**src/lhs_pkg.sv**
```systemverilog
// ----------------------------------------------------------------------------
// lhs_pkg
// Shared widths, types and state encoding of the label histogram similarity
// block.
// ----------------------------------------------------------------------------
package lhs_pkg;

  localparam int COUNT_BITS     = 16;
  localparam int ACC_BITS       = 24;
  localparam int FRACTION_BITS  = 16;
  localparam int SIM_BITS       = FRACTION_BITS + 1;
  // an excess at or above 2**EXC_BITS gives a zero quotient
  localparam int EXC_BITS       = 21;
  localparam int SQ_BITS        = 2 * EXC_BITS;
  localparam int CUBE_BITS      = 3 * EXC_BITS;
  localparam int DEN_BITS       = CUBE_BITS + 1;
  localparam int DIV_CNT_BITS   = $clog2(FRACTION_BITS + 1);

  localparam int QUEUE_DEPTH    = 2;
  localparam int QPTR_BITS      = (QUEUE_DEPTH > 1) ? $clog2(QUEUE_DEPTH) : 1;
  localparam int QCNT_BITS      = $clog2(QUEUE_DEPTH + 1);

  localparam int IN_TDATA_BITS  = ((2 * COUNT_BITS + 7) / 8) * 8;
  localparam int OUT_TDATA_BITS = ((2 * SIM_BITS + 7) / 8) * 8;

  localparam int APB_ADDR_BITS  = 3;
  localparam int APB_DATA_BITS  = 32;
  // register index as seen on paddr[2]
  localparam logic REG_MEASURE_MODE = 1'b0;

  localparam logic MODE_OVERLAP = 1'b0;
  localparam logic MODE_CUBIC   = 1'b1;

  localparam logic [SIM_BITS-1:0] ONE_Q = SIM_BITS'(1) << FRACTION_BITS;

  typedef struct packed {
    logic                mode;
    logic [ACC_BITS-1:0] min_sum;
    logic [ACC_BITS-1:0] source_total;
    logic [ACC_BITS-1:0] query_total;
    logic [ACC_BITS-1:0] source_excess;
    logic [ACC_BITS-1:0] query_excess;
  } lhs_snap_t;

  typedef struct packed {
    logic                start;
    logic [ACC_BITS-1:0] num;
    logic [DEN_BITS-1:0] den;
  } lhs_div_req_t;

  typedef struct packed {
    logic                done;
    logic [SIM_BITS-1:0] quo;
  } lhs_div_rsp_t;

  typedef enum logic [2:0] {
    ST_IDLE,
    ST_SETUP,
    ST_SQUARE,
    ST_CUBE_LO,
    ST_CUBE_HI,
    ST_DEN,
    ST_DIVIDE,
    ST_OUTPUT
  } lhs_state_e;

endpackage

```
**src/lhs_front.sv**
```systemverilog
// ----------------------------------------------------------------------------
// lhs_front
// Accepts count pairs, updates the five saturating accumulators and pushes a
// snapshot of them to the queue on the last element of a vector.
// ----------------------------------------------------------------------------
module lhs_front (
  input  logic                                 clk_i,
  input  logic                                 rst_ni,
  input  logic                                 mode_i,
  input  logic                                 in_valid_i,
  output logic                                 in_ready_o,
  input  logic [lhs_pkg::COUNT_BITS-1:0]       source_count_i,
  input  logic [lhs_pkg::COUNT_BITS-1:0]       query_count_i,
  input  logic                                 last_element_i,
  input  logic                                 queue_full_i,
  output logic                                 push_o,
  output lhs_pkg::lhs_snap_t                   snap_o
);

  localparam int AB = lhs_pkg::ACC_BITS;
  localparam int CB = lhs_pkg::COUNT_BITS;

  logic [AB-1:0] min_sum_q, source_total_q, query_total_q;
  logic [AB-1:0] source_excess_q, query_excess_q;
  logic [AB-1:0] min_sum_d, source_total_d, query_total_d;
  logic [AB-1:0] source_excess_d, query_excess_d;
  logic [CB-1:0] small_cnt;
  logic          accept;

  function automatic logic [AB-1:0] sat_add(input logic [AB-1:0] acc,
                                            input logic [CB-1:0] val);
    logic [AB:0] sum;
    sum = {1'b0, acc} + (AB + 1)'(val);
    return sum[AB] ? {AB{1'b1}} : sum[AB-1:0];
  endfunction

  assign in_ready_o = !queue_full_i;
  assign accept     = in_valid_i && in_ready_o;
  assign push_o     = accept && last_element_i;

  always_comb begin
    small_cnt       = (source_count_i < query_count_i) ? source_count_i : query_count_i;
    min_sum_d       = sat_add(min_sum_q, small_cnt);
    source_total_d  = sat_add(source_total_q, source_count_i);
    query_total_d   = sat_add(query_total_q, query_count_i);
    source_excess_d = source_excess_q;
    query_excess_d  = query_excess_q;
    if (source_count_i > query_count_i) begin
      source_excess_d = sat_add(source_excess_q, source_count_i - query_count_i);
    end else if (query_count_i > source_count_i) begin
      query_excess_d = sat_add(query_excess_q, query_count_i - source_count_i);
    end
  end

  always_comb begin
    snap_o.mode          = mode_i;
    snap_o.min_sum       = min_sum_d;
    snap_o.source_total  = source_total_d;
    snap_o.query_total   = query_total_d;
    snap_o.source_excess = source_excess_d;
    snap_o.query_excess  = query_excess_d;
  end

  always_ff @(posedge clk_i or negedge rst_ni) begin
    if (!rst_ni) begin
      min_sum_q       <= '0;
      source_total_q  <= '0;
      query_total_q   <= '0;
      source_excess_q <= '0;
      query_excess_q  <= '0;
    end else if (accept) begin
      if (last_element_i) begin
        // vector done: snapshot goes to the queue, start over
        min_sum_q       <= '0;
        source_total_q  <= '0;
        query_total_q   <= '0;
        source_excess_q <= '0;
        query_excess_q  <= '0;
      end else begin
        min_sum_q       <= min_sum_d;
        source_total_q  <= source_total_d;
        query_total_q   <= query_total_d;
        source_excess_q <= source_excess_d;
        query_excess_q  <= query_excess_d;
      end
    end
  end

endmodule

```
**src/lhs_queue.sv**
```systemverilog
// ----------------------------------------------------------------------------
// lhs_queue
// Short FIFO of accumulator snapshots between the front and back ends.
// ----------------------------------------------------------------------------
module lhs_queue (
  input  logic               clk_i,
  input  logic               rst_ni,
  input  logic               push_i,
  input  lhs_pkg::lhs_snap_t push_data_i,
  input  logic               pop_i,
  output lhs_pkg::lhs_snap_t pop_data_o,
  output logic               full_o,
  output logic               empty_o
);

  localparam int PB = lhs_pkg::QPTR_BITS;
  localparam int NB = lhs_pkg::QCNT_BITS;
  localparam int D  = lhs_pkg::QUEUE_DEPTH;

  lhs_pkg::lhs_snap_t entry_q [D];
  logic [PB-1:0] wr_ptr_q, rd_ptr_q;
  logic [NB-1:0] count_q;
  logic          do_push, do_pop;

  function automatic logic [PB-1:0] ptr_inc(input logic [PB-1:0] ptr);
    return (ptr == PB'(D - 1)) ? '0 : ptr + PB'(1);
  endfunction

  assign full_o     = (count_q == NB'(D));
  assign empty_o    = (count_q == '0);
  assign do_push    = push_i && !full_o;
  assign do_pop     = pop_i && !empty_o;
  assign pop_data_o = entry_q[rd_ptr_q];

  always_ff @(posedge clk_i) begin
    if (do_push) begin
      entry_q[wr_ptr_q] <= push_data_i;
    end
  end

  always_ff @(posedge clk_i or negedge rst_ni) begin
    if (!rst_ni) begin
      wr_ptr_q <= '0;
      rd_ptr_q <= '0;
      count_q  <= '0;
    end else begin
      if (do_push) begin
        wr_ptr_q <= ptr_inc(wr_ptr_q);
      end
      if (do_pop) begin
        rd_ptr_q <= ptr_inc(rd_ptr_q);
      end
      if (do_push && !do_pop) begin
        count_q <= count_q + NB'(1);
      end else if (do_pop && !do_push) begin
        count_q <= count_q - NB'(1);
      end
    end
  end

endmodule

```
**src/lhs_div.sv**
```systemverilog
// ----------------------------------------------------------------------------
// lhs_div
// Radix-2 restoring divider for (num << FRACTION_BITS) / den with num <= den;
// one quotient bit per cycle.
// ----------------------------------------------------------------------------
module lhs_div (
  input  logic                  clk_i,
  input  logic                  rst_ni,
  input  lhs_pkg::lhs_div_req_t req_i,
  output lhs_pkg::lhs_div_rsp_t rsp_o
);

  localparam int DB = lhs_pkg::DEN_BITS;
  localparam int SB = lhs_pkg::SIM_BITS;
  localparam int KB = lhs_pkg::DIV_CNT_BITS;

  logic          busy_q, done_q;
  logic [KB-1:0] cnt_q;
  logic [DB-1:0] rem_q, den_q, num_ext, rem_nx;
  logic [SB-1:0] quo_q;
  logic [DB:0]   rem_sh;
  logic          ge, ge0;

  always_comb begin
    num_ext = DB'(req_i.num);
    ge0     = (num_ext >= req_i.den);
    rem_sh  = {rem_q, 1'b0};
    ge      = (rem_sh >= {1'b0, den_q});
    rem_nx  = ge ? DB'(rem_sh - {1'b0, den_q}) : rem_sh[DB-1:0];
  end

  assign rsp_o.done = done_q;
  assign rsp_o.quo  = quo_q;

  always_ff @(posedge clk_i) begin
    if (req_i.start && !busy_q) begin
      den_q <= req_i.den;
      rem_q <= ge0 ? num_ext - req_i.den : num_ext;
      quo_q <= SB'(ge0);
    end else if (busy_q) begin
      rem_q <= rem_nx;
      quo_q <= {quo_q[SB-2:0], ge};
    end
  end

  always_ff @(posedge clk_i or negedge rst_ni) begin
    if (!rst_ni) begin
      busy_q <= 1'b0;
      done_q <= 1'b0;
      cnt_q  <= '0;
    end else begin
      done_q <= 1'b0;
      if (req_i.start && !busy_q) begin
        busy_q <= 1'b1;
        cnt_q  <= KB'(lhs_pkg::FRACTION_BITS);
      end else if (busy_q) begin
        cnt_q <= cnt_q - KB'(1);
        if (cnt_q == KB'(1)) begin
          busy_q <= 1'b0;
          done_q <= 1'b1;
        end
      end
    end
  end

endmodule

```
**src/lhs_back.sv**
```systemverilog
// ----------------------------------------------------------------------------
// lhs_back
// Pops snapshots, forms the denominators (cube through a shared multiplier),
// runs the divider and holds the result in the output register.
// ----------------------------------------------------------------------------
module lhs_back (
  input  logic                          clk_i,
  input  logic                          rst_ni,
  input  lhs_pkg::lhs_snap_t            snap_i,
  input  logic                          queue_empty_i,
  output logic                          pop_o,
  output lhs_pkg::lhs_div_req_t         div_req_o,
  input  lhs_pkg::lhs_div_rsp_t         div_rsp_i,
  output logic                          out_valid_o,
  input  logic                          out_ready_i,
  output logic [lhs_pkg::SIM_BITS-1:0]  forward_similarity_o,
  output logic [lhs_pkg::SIM_BITS-1:0]  reverse_similarity_o,
  output logic                          zero_denominator_o
);

  localparam int AB = lhs_pkg::ACC_BITS;
  localparam int EB = lhs_pkg::EXC_BITS;
  localparam int QB = lhs_pkg::SQ_BITS;
  localparam int CB = lhs_pkg::CUBE_BITS;
  localparam int DB = lhs_pkg::DEN_BITS;
  localparam int SB = lhs_pkg::SIM_BITS;

  lhs_pkg::lhs_state_e state_q, state_d;
  lhs_pkg::lhs_snap_t  snap_q;

  logic          pass_q;
  logic [EB-1:0] e_q;
  logic [QB-1:0] sq_q;
  logic [CB-1:0] cube_q;
  logic [SB-1:0] fwd_q, rev_q;
  logic          zero_q;
  logic          out_valid_q;
  logic [SB-1:0] out_fwd_q, out_rev_q;
  logic          out_zero_q;

  logic [AB-1:0] e_sel, tot_min;
  logic          special, more_pass, fin, fin_zero, out_free;
  logic [SB-1:0] fin_val;
  logic [EB-1:0] mul_a;
  logic [QB-1:0] mul_p;

  assign more_pass = (snap_q.mode == lhs_pkg::MODE_CUBIC) && !pass_q;
  assign out_free  = !out_valid_q || out_ready_i;

  // forward uses the query excess, reverse the source excess
  always_comb begin
    e_sel   = pass_q ? snap_q.source_excess : snap_q.query_excess;
    tot_min = (snap_q.source_total < snap_q.query_total) ? snap_q.source_total
                                                         : snap_q.query_total;
    if (snap_q.mode == lhs_pkg::MODE_OVERLAP) begin
      special  = (tot_min == '0);
      fin_zero = special;
    end else begin
      fin_zero = (snap_q.min_sum == '0) && (e_sel == '0);
      // huge penalty: quotient is zero
      special  = fin_zero || (e_sel[AB-1:EB] != '0);
    end
  end

  // shared multiplier: e*e, then low and high halves of the square times e
  always_comb begin
    case (state_q)
      lhs_pkg::ST_SQUARE:  mul_a = e_q;
      lhs_pkg::ST_CUBE_LO: mul_a = sq_q[EB-1:0];
      default:             mul_a = sq_q[QB-1:EB];
    endcase
    mul_p = QB'(mul_a * e_q);
  end

  // next state
  always_comb begin
    state_d = state_q;
    case (state_q)
      lhs_pkg::ST_IDLE: begin
        if (!queue_empty_i) state_d = lhs_pkg::ST_SETUP;
      end
      lhs_pkg::ST_SETUP: begin
        if (special) begin
          state_d = more_pass ? lhs_pkg::ST_SETUP : lhs_pkg::ST_OUTPUT;
        end else if (snap_q.mode == lhs_pkg::MODE_OVERLAP) begin
          state_d = lhs_pkg::ST_DIVIDE;
        end else begin
          state_d = lhs_pkg::ST_SQUARE;
        end
      end
      lhs_pkg::ST_SQUARE:  state_d = lhs_pkg::ST_CUBE_LO;
      lhs_pkg::ST_CUBE_LO: state_d = lhs_pkg::ST_CUBE_HI;
      lhs_pkg::ST_CUBE_HI: state_d = lhs_pkg::ST_DEN;
      lhs_pkg::ST_DEN:     state_d = lhs_pkg::ST_DIVIDE;
      lhs_pkg::ST_DIVIDE: begin
        if (div_rsp_i.done) begin
          state_d = more_pass ? lhs_pkg::ST_SETUP : lhs_pkg::ST_OUTPUT;
        end
      end
      lhs_pkg::ST_OUTPUT: begin
        if (out_free) state_d = lhs_pkg::ST_IDLE;
      end
      default: state_d = lhs_pkg::ST_IDLE;
    endcase
  end

  // outputs
  always_comb begin
    pop_o           = 1'b0;
    div_req_o.start = 1'b0;
    div_req_o.num   = snap_q.min_sum;
    div_req_o.den   = DB'(tot_min);
    fin             = 1'b0;
    fin_val         = '0;
    case (state_q)
      lhs_pkg::ST_IDLE: pop_o = !queue_empty_i;
      lhs_pkg::ST_SETUP: begin
        if (special) begin
          fin = 1'b1;
        end else if (snap_q.mode == lhs_pkg::MODE_OVERLAP) begin
          div_req_o.start = 1'b1;
        end
      end
      lhs_pkg::ST_DEN: begin
        div_req_o.start = 1'b1;
        div_req_o.den   = DB'(cube_q) + DB'(snap_q.min_sum);
      end
      lhs_pkg::ST_DIVIDE: begin
        fin     = div_rsp_i.done;
        fin_val = div_rsp_i.quo;
      end
      default: ;
    endcase
  end

  always_ff @(posedge clk_i) begin
    if (state_q == lhs_pkg::ST_IDLE && !queue_empty_i) begin
      snap_q <= snap_i;
    end
    if (state_q == lhs_pkg::ST_SETUP) begin
      e_q <= e_sel[EB-1:0];
    end
    if (state_q == lhs_pkg::ST_SQUARE) begin
      sq_q <= mul_p;
    end
    if (state_q == lhs_pkg::ST_CUBE_LO) begin
      cube_q <= CB'(mul_p);
    end
    if (state_q == lhs_pkg::ST_CUBE_HI) begin
      cube_q <= cube_q + (CB'(mul_p) << EB);
    end
    if (fin) begin
      if (!pass_q) fwd_q <= fin_val;
      if (pass_q || (snap_q.mode == lhs_pkg::MODE_OVERLAP)) rev_q <= fin_val;
    end
    if (state_q == lhs_pkg::ST_OUTPUT && out_free) begin
      out_fwd_q  <= fwd_q;
      out_rev_q  <= rev_q;
      out_zero_q <= zero_q;
    end
  end

  always_ff @(posedge clk_i or negedge rst_ni) begin
    if (!rst_ni) begin
      state_q     <= lhs_pkg::ST_IDLE;
      pass_q      <= 1'b0;
      zero_q      <= 1'b0;
      out_valid_q <= 1'b0;
    end else begin
      state_q <= state_d;
      if (state_q == lhs_pkg::ST_IDLE && !queue_empty_i) begin
        pass_q <= 1'b0;
        zero_q <= 1'b0;
      end else if (fin) begin
        zero_q <= zero_q | fin_zero;
        if (more_pass) pass_q <= 1'b1;
      end
      if (state_q == lhs_pkg::ST_OUTPUT && out_free) begin
        out_valid_q <= 1'b1;
      end else if (out_ready_i) begin
        out_valid_q <= 1'b0;
      end
    end
  end

  assign out_valid_o          = out_valid_q;
  assign forward_similarity_o = out_fwd_q;
  assign reverse_similarity_o = out_rev_q;
  assign zero_denominator_o   = out_zero_q;

endmodule

```
**src/label_histogram_similarity_core.sv**
```systemverilog
// ----------------------------------------------------------------------------
// label_histogram_similarity_core
// Overlap coefficient / cubic-penalty similarity of two label histograms.
// ----------------------------------------------------------------------------
// Usage:
//   s_axis carries one label per beat: tdata = {query_count, source_count},
//   tlast marks the last label of the vector pair. Non-last beats produce no
//   result; the last beat produces one m_axis beat with tdata =
//   {reverse_similarity, forward_similarity} (Q1.16, 65536 = 1.0) and
//   tuser = zero_denominator.
//   The front end takes one beat per cycle while the two-entry snapshot queue
//   has room; the accumulators saturate at 2^24 - 1.
//   The back end works one vector at a time: one 16-step divide in overlap
//   mode and, in cubic mode, two passes of a three-step shared-multiplier
//   cube plus a 16-step divide each, from snapshot to result register; a
//   pass with a zero denominator or a huge penalty skips these steps.
//   A stalled m_axis holds the result register; the queue keeps filling and
//   s_axis tready drops only when the queue is full.
//   The APB register at offset 0 selects the measure (bit 0); write it while
//   idle. Reset clears the accumulators, queue, sequencer and the register.
// ----------------------------------------------------------------------------
module label_histogram_similarity_core (
  input  logic                                clk_i,
  input  logic                                rst_ni,
  // [15:0] source_count, [31:16] query_count
  input  logic [lhs_pkg::IN_TDATA_BITS-1:0]   s_axis_tdata_i,
  input  logic                                s_axis_tlast_i,
  input  logic                                s_axis_tvalid_i,
  output logic                                s_axis_tready_o,
  // [16:0] forward_similarity, [33:17] reverse_similarity, rest zero
  output logic [lhs_pkg::OUT_TDATA_BITS-1:0]  m_axis_tdata_o,
  // [0] zero_denominator
  output logic                                m_axis_tuser_o,
  output logic                                m_axis_tvalid_o,
  input  logic                                m_axis_tready_i,
  input  logic                                psel_i,
  input  logic                                penable_i,
  input  logic                                pwrite_i,
  input  logic [lhs_pkg::APB_ADDR_BITS-1:0]   paddr_i,
  input  logic [lhs_pkg::APB_DATA_BITS-1:0]   pwdata_i,
  output logic [lhs_pkg::APB_DATA_BITS-1:0]   prdata_o,
  output logic                                pready_o
);

  localparam int CB = lhs_pkg::COUNT_BITS;
  localparam int SB = lhs_pkg::SIM_BITS;

  logic                  mode_q;
  logic                  queue_full, queue_empty, push, pop;
  lhs_pkg::lhs_snap_t    push_snap, pop_snap;
  lhs_pkg::lhs_div_req_t div_req;
  lhs_pkg::lhs_div_rsp_t div_rsp;
  logic [SB-1:0]         fwd_sim, rev_sim;
  logic                  zero_den;

  assign pready_o = 1'b1;
  assign prdata_o = (paddr_i[2] == lhs_pkg::REG_MEASURE_MODE)
                    ? lhs_pkg::APB_DATA_BITS'(mode_q) : '0;

  always_ff @(posedge clk_i or negedge rst_ni) begin
    if (!rst_ni) begin
      mode_q <= lhs_pkg::MODE_OVERLAP;
    end else if (psel_i && penable_i && pwrite_i && pready_o &&
                 paddr_i[2] == lhs_pkg::REG_MEASURE_MODE) begin
      mode_q <= pwdata_i[0];
    end
  end

  lhs_front u_front (
    .clk_i          (clk_i),
    .rst_ni         (rst_ni),
    .mode_i         (mode_q),
    .in_valid_i     (s_axis_tvalid_i),
    .in_ready_o     (s_axis_tready_o),
    .source_count_i (s_axis_tdata_i[CB-1:0]),
    .query_count_i  (s_axis_tdata_i[2*CB-1:CB]),
    .last_element_i (s_axis_tlast_i),
    .queue_full_i   (queue_full),
    .push_o         (push),
    .snap_o         (push_snap)
  );

  lhs_queue u_queue (
    .clk_i       (clk_i),
    .rst_ni      (rst_ni),
    .push_i      (push),
    .push_data_i (push_snap),
    .pop_i       (pop),
    .pop_data_o  (pop_snap),
    .full_o      (queue_full),
    .empty_o     (queue_empty)
  );

  lhs_div u_div (
    .clk_i  (clk_i),
    .rst_ni (rst_ni),
    .req_i  (div_req),
    .rsp_o  (div_rsp)
  );

  lhs_back u_back (
    .clk_i                (clk_i),
    .rst_ni               (rst_ni),
    .snap_i               (pop_snap),
    .queue_empty_i        (queue_empty),
    .pop_o                (pop),
    .div_req_o            (div_req),
    .div_rsp_i            (div_rsp),
    .out_valid_o          (m_axis_tvalid_o),
    .out_ready_i          (m_axis_tready_i),
    .forward_similarity_o (fwd_sim),
    .reverse_similarity_o (rev_sim),
    .zero_denominator_o   (zero_den)
  );

  assign m_axis_tdata_o = lhs_pkg::OUT_TDATA_BITS'({rev_sim, fwd_sim});
  assign m_axis_tuser_o = zero_den;

  assert property (@(posedge clk_i) disable iff (!rst_ni)
    push |-> !queue_full)
    else $error("snapshot pushed into a full queue");

  assert property (@(posedge clk_i) disable iff (!rst_ni)
    pop |-> !queue_empty)
    else $error("snapshot popped from an empty queue");

  assert property (@(posedge clk_i) disable iff (!rst_ni)
    m_axis_tvalid_o |-> (fwd_sim <= lhs_pkg::ONE_Q) && (rev_sim <= lhs_pkg::ONE_Q))
    else $error("similarity above 1.0");

  assert property (@(posedge clk_i) disable iff (!rst_ni)
    (m_axis_tvalid_o && zero_den) |-> (fwd_sim == '0 || rev_sim == '0))
    else $error("zero denominator flagged with both similarities nonzero");

endmodule
```
**config.mk**
```make
export PLATFORM = sky130hd
export DESIGN_NAME = label_histogram_similarity_core
export DESIGN_NICKNAME = d
export VERILOG_FILES = /design/src/lhs_pkg.sv /design/src/lhs_front.sv /design/src/lhs_queue.sv /design/src/lhs_div.sv /design/src/lhs_back.sv /design/src/label_histogram_similarity_core.sv
export SDC_FILE = /design/constraint.sdc
export NUM_CORES = 2
export LEC_CHECK = 0
export ABC_CLOCK_PERIOD_IN_PS = 11650
export BUFFER_PORTS_ARGS = -buffer_cell sky130_fd_sc_hd__buf_2
export CAP_MARGIN = 20
export CORE_MARGIN = 2
export CORE_UTILIZATION = 40
export DETAILED_ROUTE_END_ITERATION = 7
export GPL_TIMING_DRIVEN = 0
export PLACE_DENSITY = 0.52
export SLEW_MARGIN = 20
export SYNTH_ARGS = -nofsm -noshare
export SYNTH_HDL_FRONTEND = slang
export SYNTH_SLANG_ARGS = --single-unit
```
**constraint.sdc**
```tcl
create_clock -name clk_i -period 11.65 [get_ports clk_i]
set_input_delay 2.9125 -clock clk_i [delete_from_list [all_inputs] [get_ports clk_i]]
set_output_delay 2.9125 -clock clk_i [all_outputs]
set_load 0.1 [all_outputs]
```
==> flow_summary_export.csv <==
group,metric,value,unit
status,status,"complete, no violations",
drt,firstDrtPassIters,5,
setup_path,slowest_delay,0.57,ns
place,hpwl,155000,um
place,dp_cells,8483,
grt,grt_overflow,0,
logic_synthesis,synth_warnings,0,
power,p_leak,29.9,nW
drt,num_vias,47500,
setup_path,rr_startpoint,"u_back.state_q[2]$_DFFE_PN0P_",
sta,holdWs,0.412,ns
final_layout,ff_latch_area,24400,um2
sta,hold_viol_final,0,
clocking,cts_setup_buffers,0,
logic_synthesis,synth_ff_type,"edfxtp_1",
drt,drt_iter0_markers,3368,
setup_path,reg2reg_to,"u_back.cube_q[62]$_SDFFCE_PN0P_",
drt,ant_nets,0,
grt,grt_max_degree,85,
die,rows,146,
final_layout,drive_gt1_frac,0.0885,
die,core-area,158000,um2
die,dieWidth,403,um
final_layout,n_fill_cell,15100,
logic_synthesis,yosys.area.top_type_share,0.323,
setup_path,worstRegToRegCells,39,
logic_synthesis,synth_common_cells,"687 x edfxtp_1, 658 x inv_1, 559 x nand2_1, 444 x ha_1, 415 x nor2_1",
clocking,root_buffer,"clkbuf_16",
setup_path,cp_data_required_time,12.00,ns
grt,antenna_found_initial,9,
place,gp_congestion,0.924,
setup_path,critPathLaunch,"u_back.state_q[2]$_DFFE_PN0P_",
setup_path,path_max_fanout,10,
logic_synthesis,ys_seq_area_frac,0.383,
setup_path,arrival,11.56,ns
clocking,clkLatencyLatePin,0.71,ns
job,drv_cap,0,
grt,grt_pass1_vias,47100,
drt,post-route-drc-count,0,
sta,fmax,0.0892,GHz
final_layout,syn2layout_area_growth,11.0,%
min_path,hold_path_depth,0,
logic_synthesis,synth_top_area_cell,"edfxtp_1",
final_layout,finalNonFillerCells,8664,
clocking,clk_pin_slew,0.06,ns
sta,setup-violations-final,0,
setup_path,r2r_slack,0.44,ns
logic_synthesis,synthArstFlopShare,0.164,
logic_synthesis,synth-seq-cells,841,
sta,tightest_slew,1.16,ns
sta,fin_crit,11.21,ns
setup_path,critPathMostFrequentCell,"fa_1",
clocking,cts_buffers,95,
min_path,hold_class,"register to register",
sta,drv_slew,0,
final_layout,multi_input_area,35900,um2
die,die_y,403,um
setup_path,crit_path_top_delay_cell,"fa_1",
clocking,clockBufferDepth,3,
die,io_pins,151,
place,place_area,67500,um2
logic_synthesis,synthDistinctLibCells,97,
power,p_per_area,127,nW/um2
clocking,cts_tree,"built",
logic_synthesis,synth_area,63800,um2
setup_path,startpoint_type,"register",
die,start_util,0.403,
logic_synthesis,syn_inst,6277,
final_layout,design_area,70800,um2
setup_path,endpoint,"u_back.cube_q[62]$_SDFFCE_PN0P_",
drt,wirelength,198000,um
clocking,htreeDepth,3,
sta,fin_worst_skew,0.0838,ns
place,numPortBuffers,79,
die,die-area,163000,um2
power,max-vdd-ir-drop,0.149,mV
place,pre_cts_slack,-0.820,ns
sta,relSlewSlack,0.218,
drt,vias_per_cell,5.49,
grt,grt.total_usage,0.243,
logic_synthesis,avgSynthCellArea,10.2,um2
final_layout,nets,7395,
setup_path,critPathKind,"register to register",
drt,wl_per_cell,22.9,um
logic_synthesis,synth_most_common_cell,"edfxtp_1",
logic_synthesis,synth_edf_count,687,
sta,layout_setup_ws,0.436,ns
setup_path,worstSetupEndpointType,"register",
logic_synthesis,synthTopCellsByArea,"edfxtp_1 32%, fa_1 12%, ha_1 8.7%",
sta,min_period_over_period,0.963,
clocking,cts_sinks,841,
grt,grt_pass1_wl,298000,um
metal layers:
layer,wire (um),share of wire,GRT usage
met1,90200,0.45,0.342
met2,92200,0.47,0.394
met3,9920,0.050,0.0286
met4,5870,0.030,0.0679
met5,41,0.00021,0
report_power, final:
group / switching [mW] / leakage (nW) / internal, mW
sequential: 0.144 / 7.90 / 3.67
combinational: 1.26 / 20.4 / 0.780
clock: 1.31 / 1.56 / 1.80
worst max-delay path: cells and delay by family (launching register included):
kind            cells  cell delay, ns
xor+xnor            2            0.66
flops               1            0.53
compound gates     12            2.57
buf+inv             7            0.99
fa+ha+maj           9            4.45
simple gates        9            1.64
logic make-up (layout without fill, tap and decap cells):
family                     Yosys count  count (layout)  synth area share
adders and majority gates          813             813             0.203
and+or+nand+nor                   1849            1849             0.143
DFF                                841             841             0.383
muxes                              201             201            0.0345
buffers and inverters              960            1233            0.0595
other                                2              44          0.000118
AOI/OAI and AO/OA                 1306            1306             0.136
xor gates and xnor gates           305             305            0.0419
through the flow:
step	util	TNS, ns	total power [mW]
final	0.447	0	8.97
after global routing	0.447	-0.0341	9.41
after CTS	0.446	0	9.04
after detailed placement	0.426	-7.15	5.91
after global placement	0.423	-229.11	5.86
after floorplan	-	0	5.31
area by class of cell:
cell class	count	share of cell area
Clock inverter	59	0.00912
Timing Repair Buffer	98	0.0121
Sequential cell	841	0.345
Buffer	300	0.0194
Inverter	659	0.0351
Clock buffer	117	0.0363
Multi-Input combinational cell	4512	0.507
Tap cell	2072	0.0366
Antenna cell	6	0.000212
layout by cell type (no fill, tap or decap), drive strengths merged, types with 16 or more instances in the layout:
master,netlist,final
a22o,100,100
xnor2,198,198
nand3,89,89
inv,658,663
a311oi,26,26
o21bai,62,62
edfxtp,687,687
o21ai,257,257
and2,291,291
o21a,54,54
nand2,560,560
a21oi,369,369
dfrtp,138,138
buf,63,162
xor2,107,107
a21boi,18,18
ha,444,444
nor2b,55,55
nand2b,58,58
fa,369,369
a211oi,55,55
and3,82,82
clkinv,1,34
clkbuf,238,352
dfxtp,16,16
or2,29,29
or3,20,20
a31oi,42,42
o22a,22,22
conb,2,38
nor4,39,39
mux2i,52,52
nor3,90,90
nand4,59,59
o211ai,17,17
nor2,415,415
a21o,135,135
mux2,149,149
registers in the layout (all words and copies together), names as in the netlist, 3 cells and up:
name,count
u_queue.entry_q,242
u_back.snap_q,97
u_div.den_q,64
u_div.rem_q,64
u_back.cube_q,63
u_back.sq_q,42
u_back.div_req_o,24
u_front.min_sum_q,24
u_front.query_excess_q,24
u_front.query_total_q,24
u_front.source_excess_q,24
u_front.source_total_q,24
u_back.e_q,21
u_back.forward_similarity_o,17
u_back.fwd_q,17
u_back.rev_q,17
u_back.reverse_similarity_o,17
u_div.quo_q,17
u_div.cnt_q,5
u_back.state_q,3
worst min path at each step:
stage,startpoint,end,slack (ns)
4_1_cts,u_back.rev_q[12]$_DFFE_PP_,u_back.reverse_similarity_o[12]$_DFFE_PP_,0.42
3_5_place_dp,u_back.fwd_q[11]$_DFFE_PP_,u_back.forward_similarity_o[11]$_DFFE_PP_,0.40
3_3_place_gp,u_back.fwd_q[5]$_DFFE_PP_,u_back.forward_similarity_o[5]$_DFFE_PP_,0.40
6_report,u_back.rev_q[12]$_DFFE_PP_,u_back.reverse_similarity_o[12]$_DFFE_PP_,0.41
5_1_grt,u_back.fwd_q[1]$_DFFE_PP_,u_back.forward_similarity_o[1]$_DFFE_PP_,0.43
2_1_floorplan,u_back.fwd_q[0]$_DFFE_PP_,u_back.forward_similarity_o[0]$_DFFE_PP_,0.40
timing repair:
action	CTS	global route
hold buffers	0	0
pin swaps	0	0
gates resized for setup	22	60
setup endpoints to repair	17	14
cloned	0	0
No activity file was read; power rests on OpenSTA's default activity.
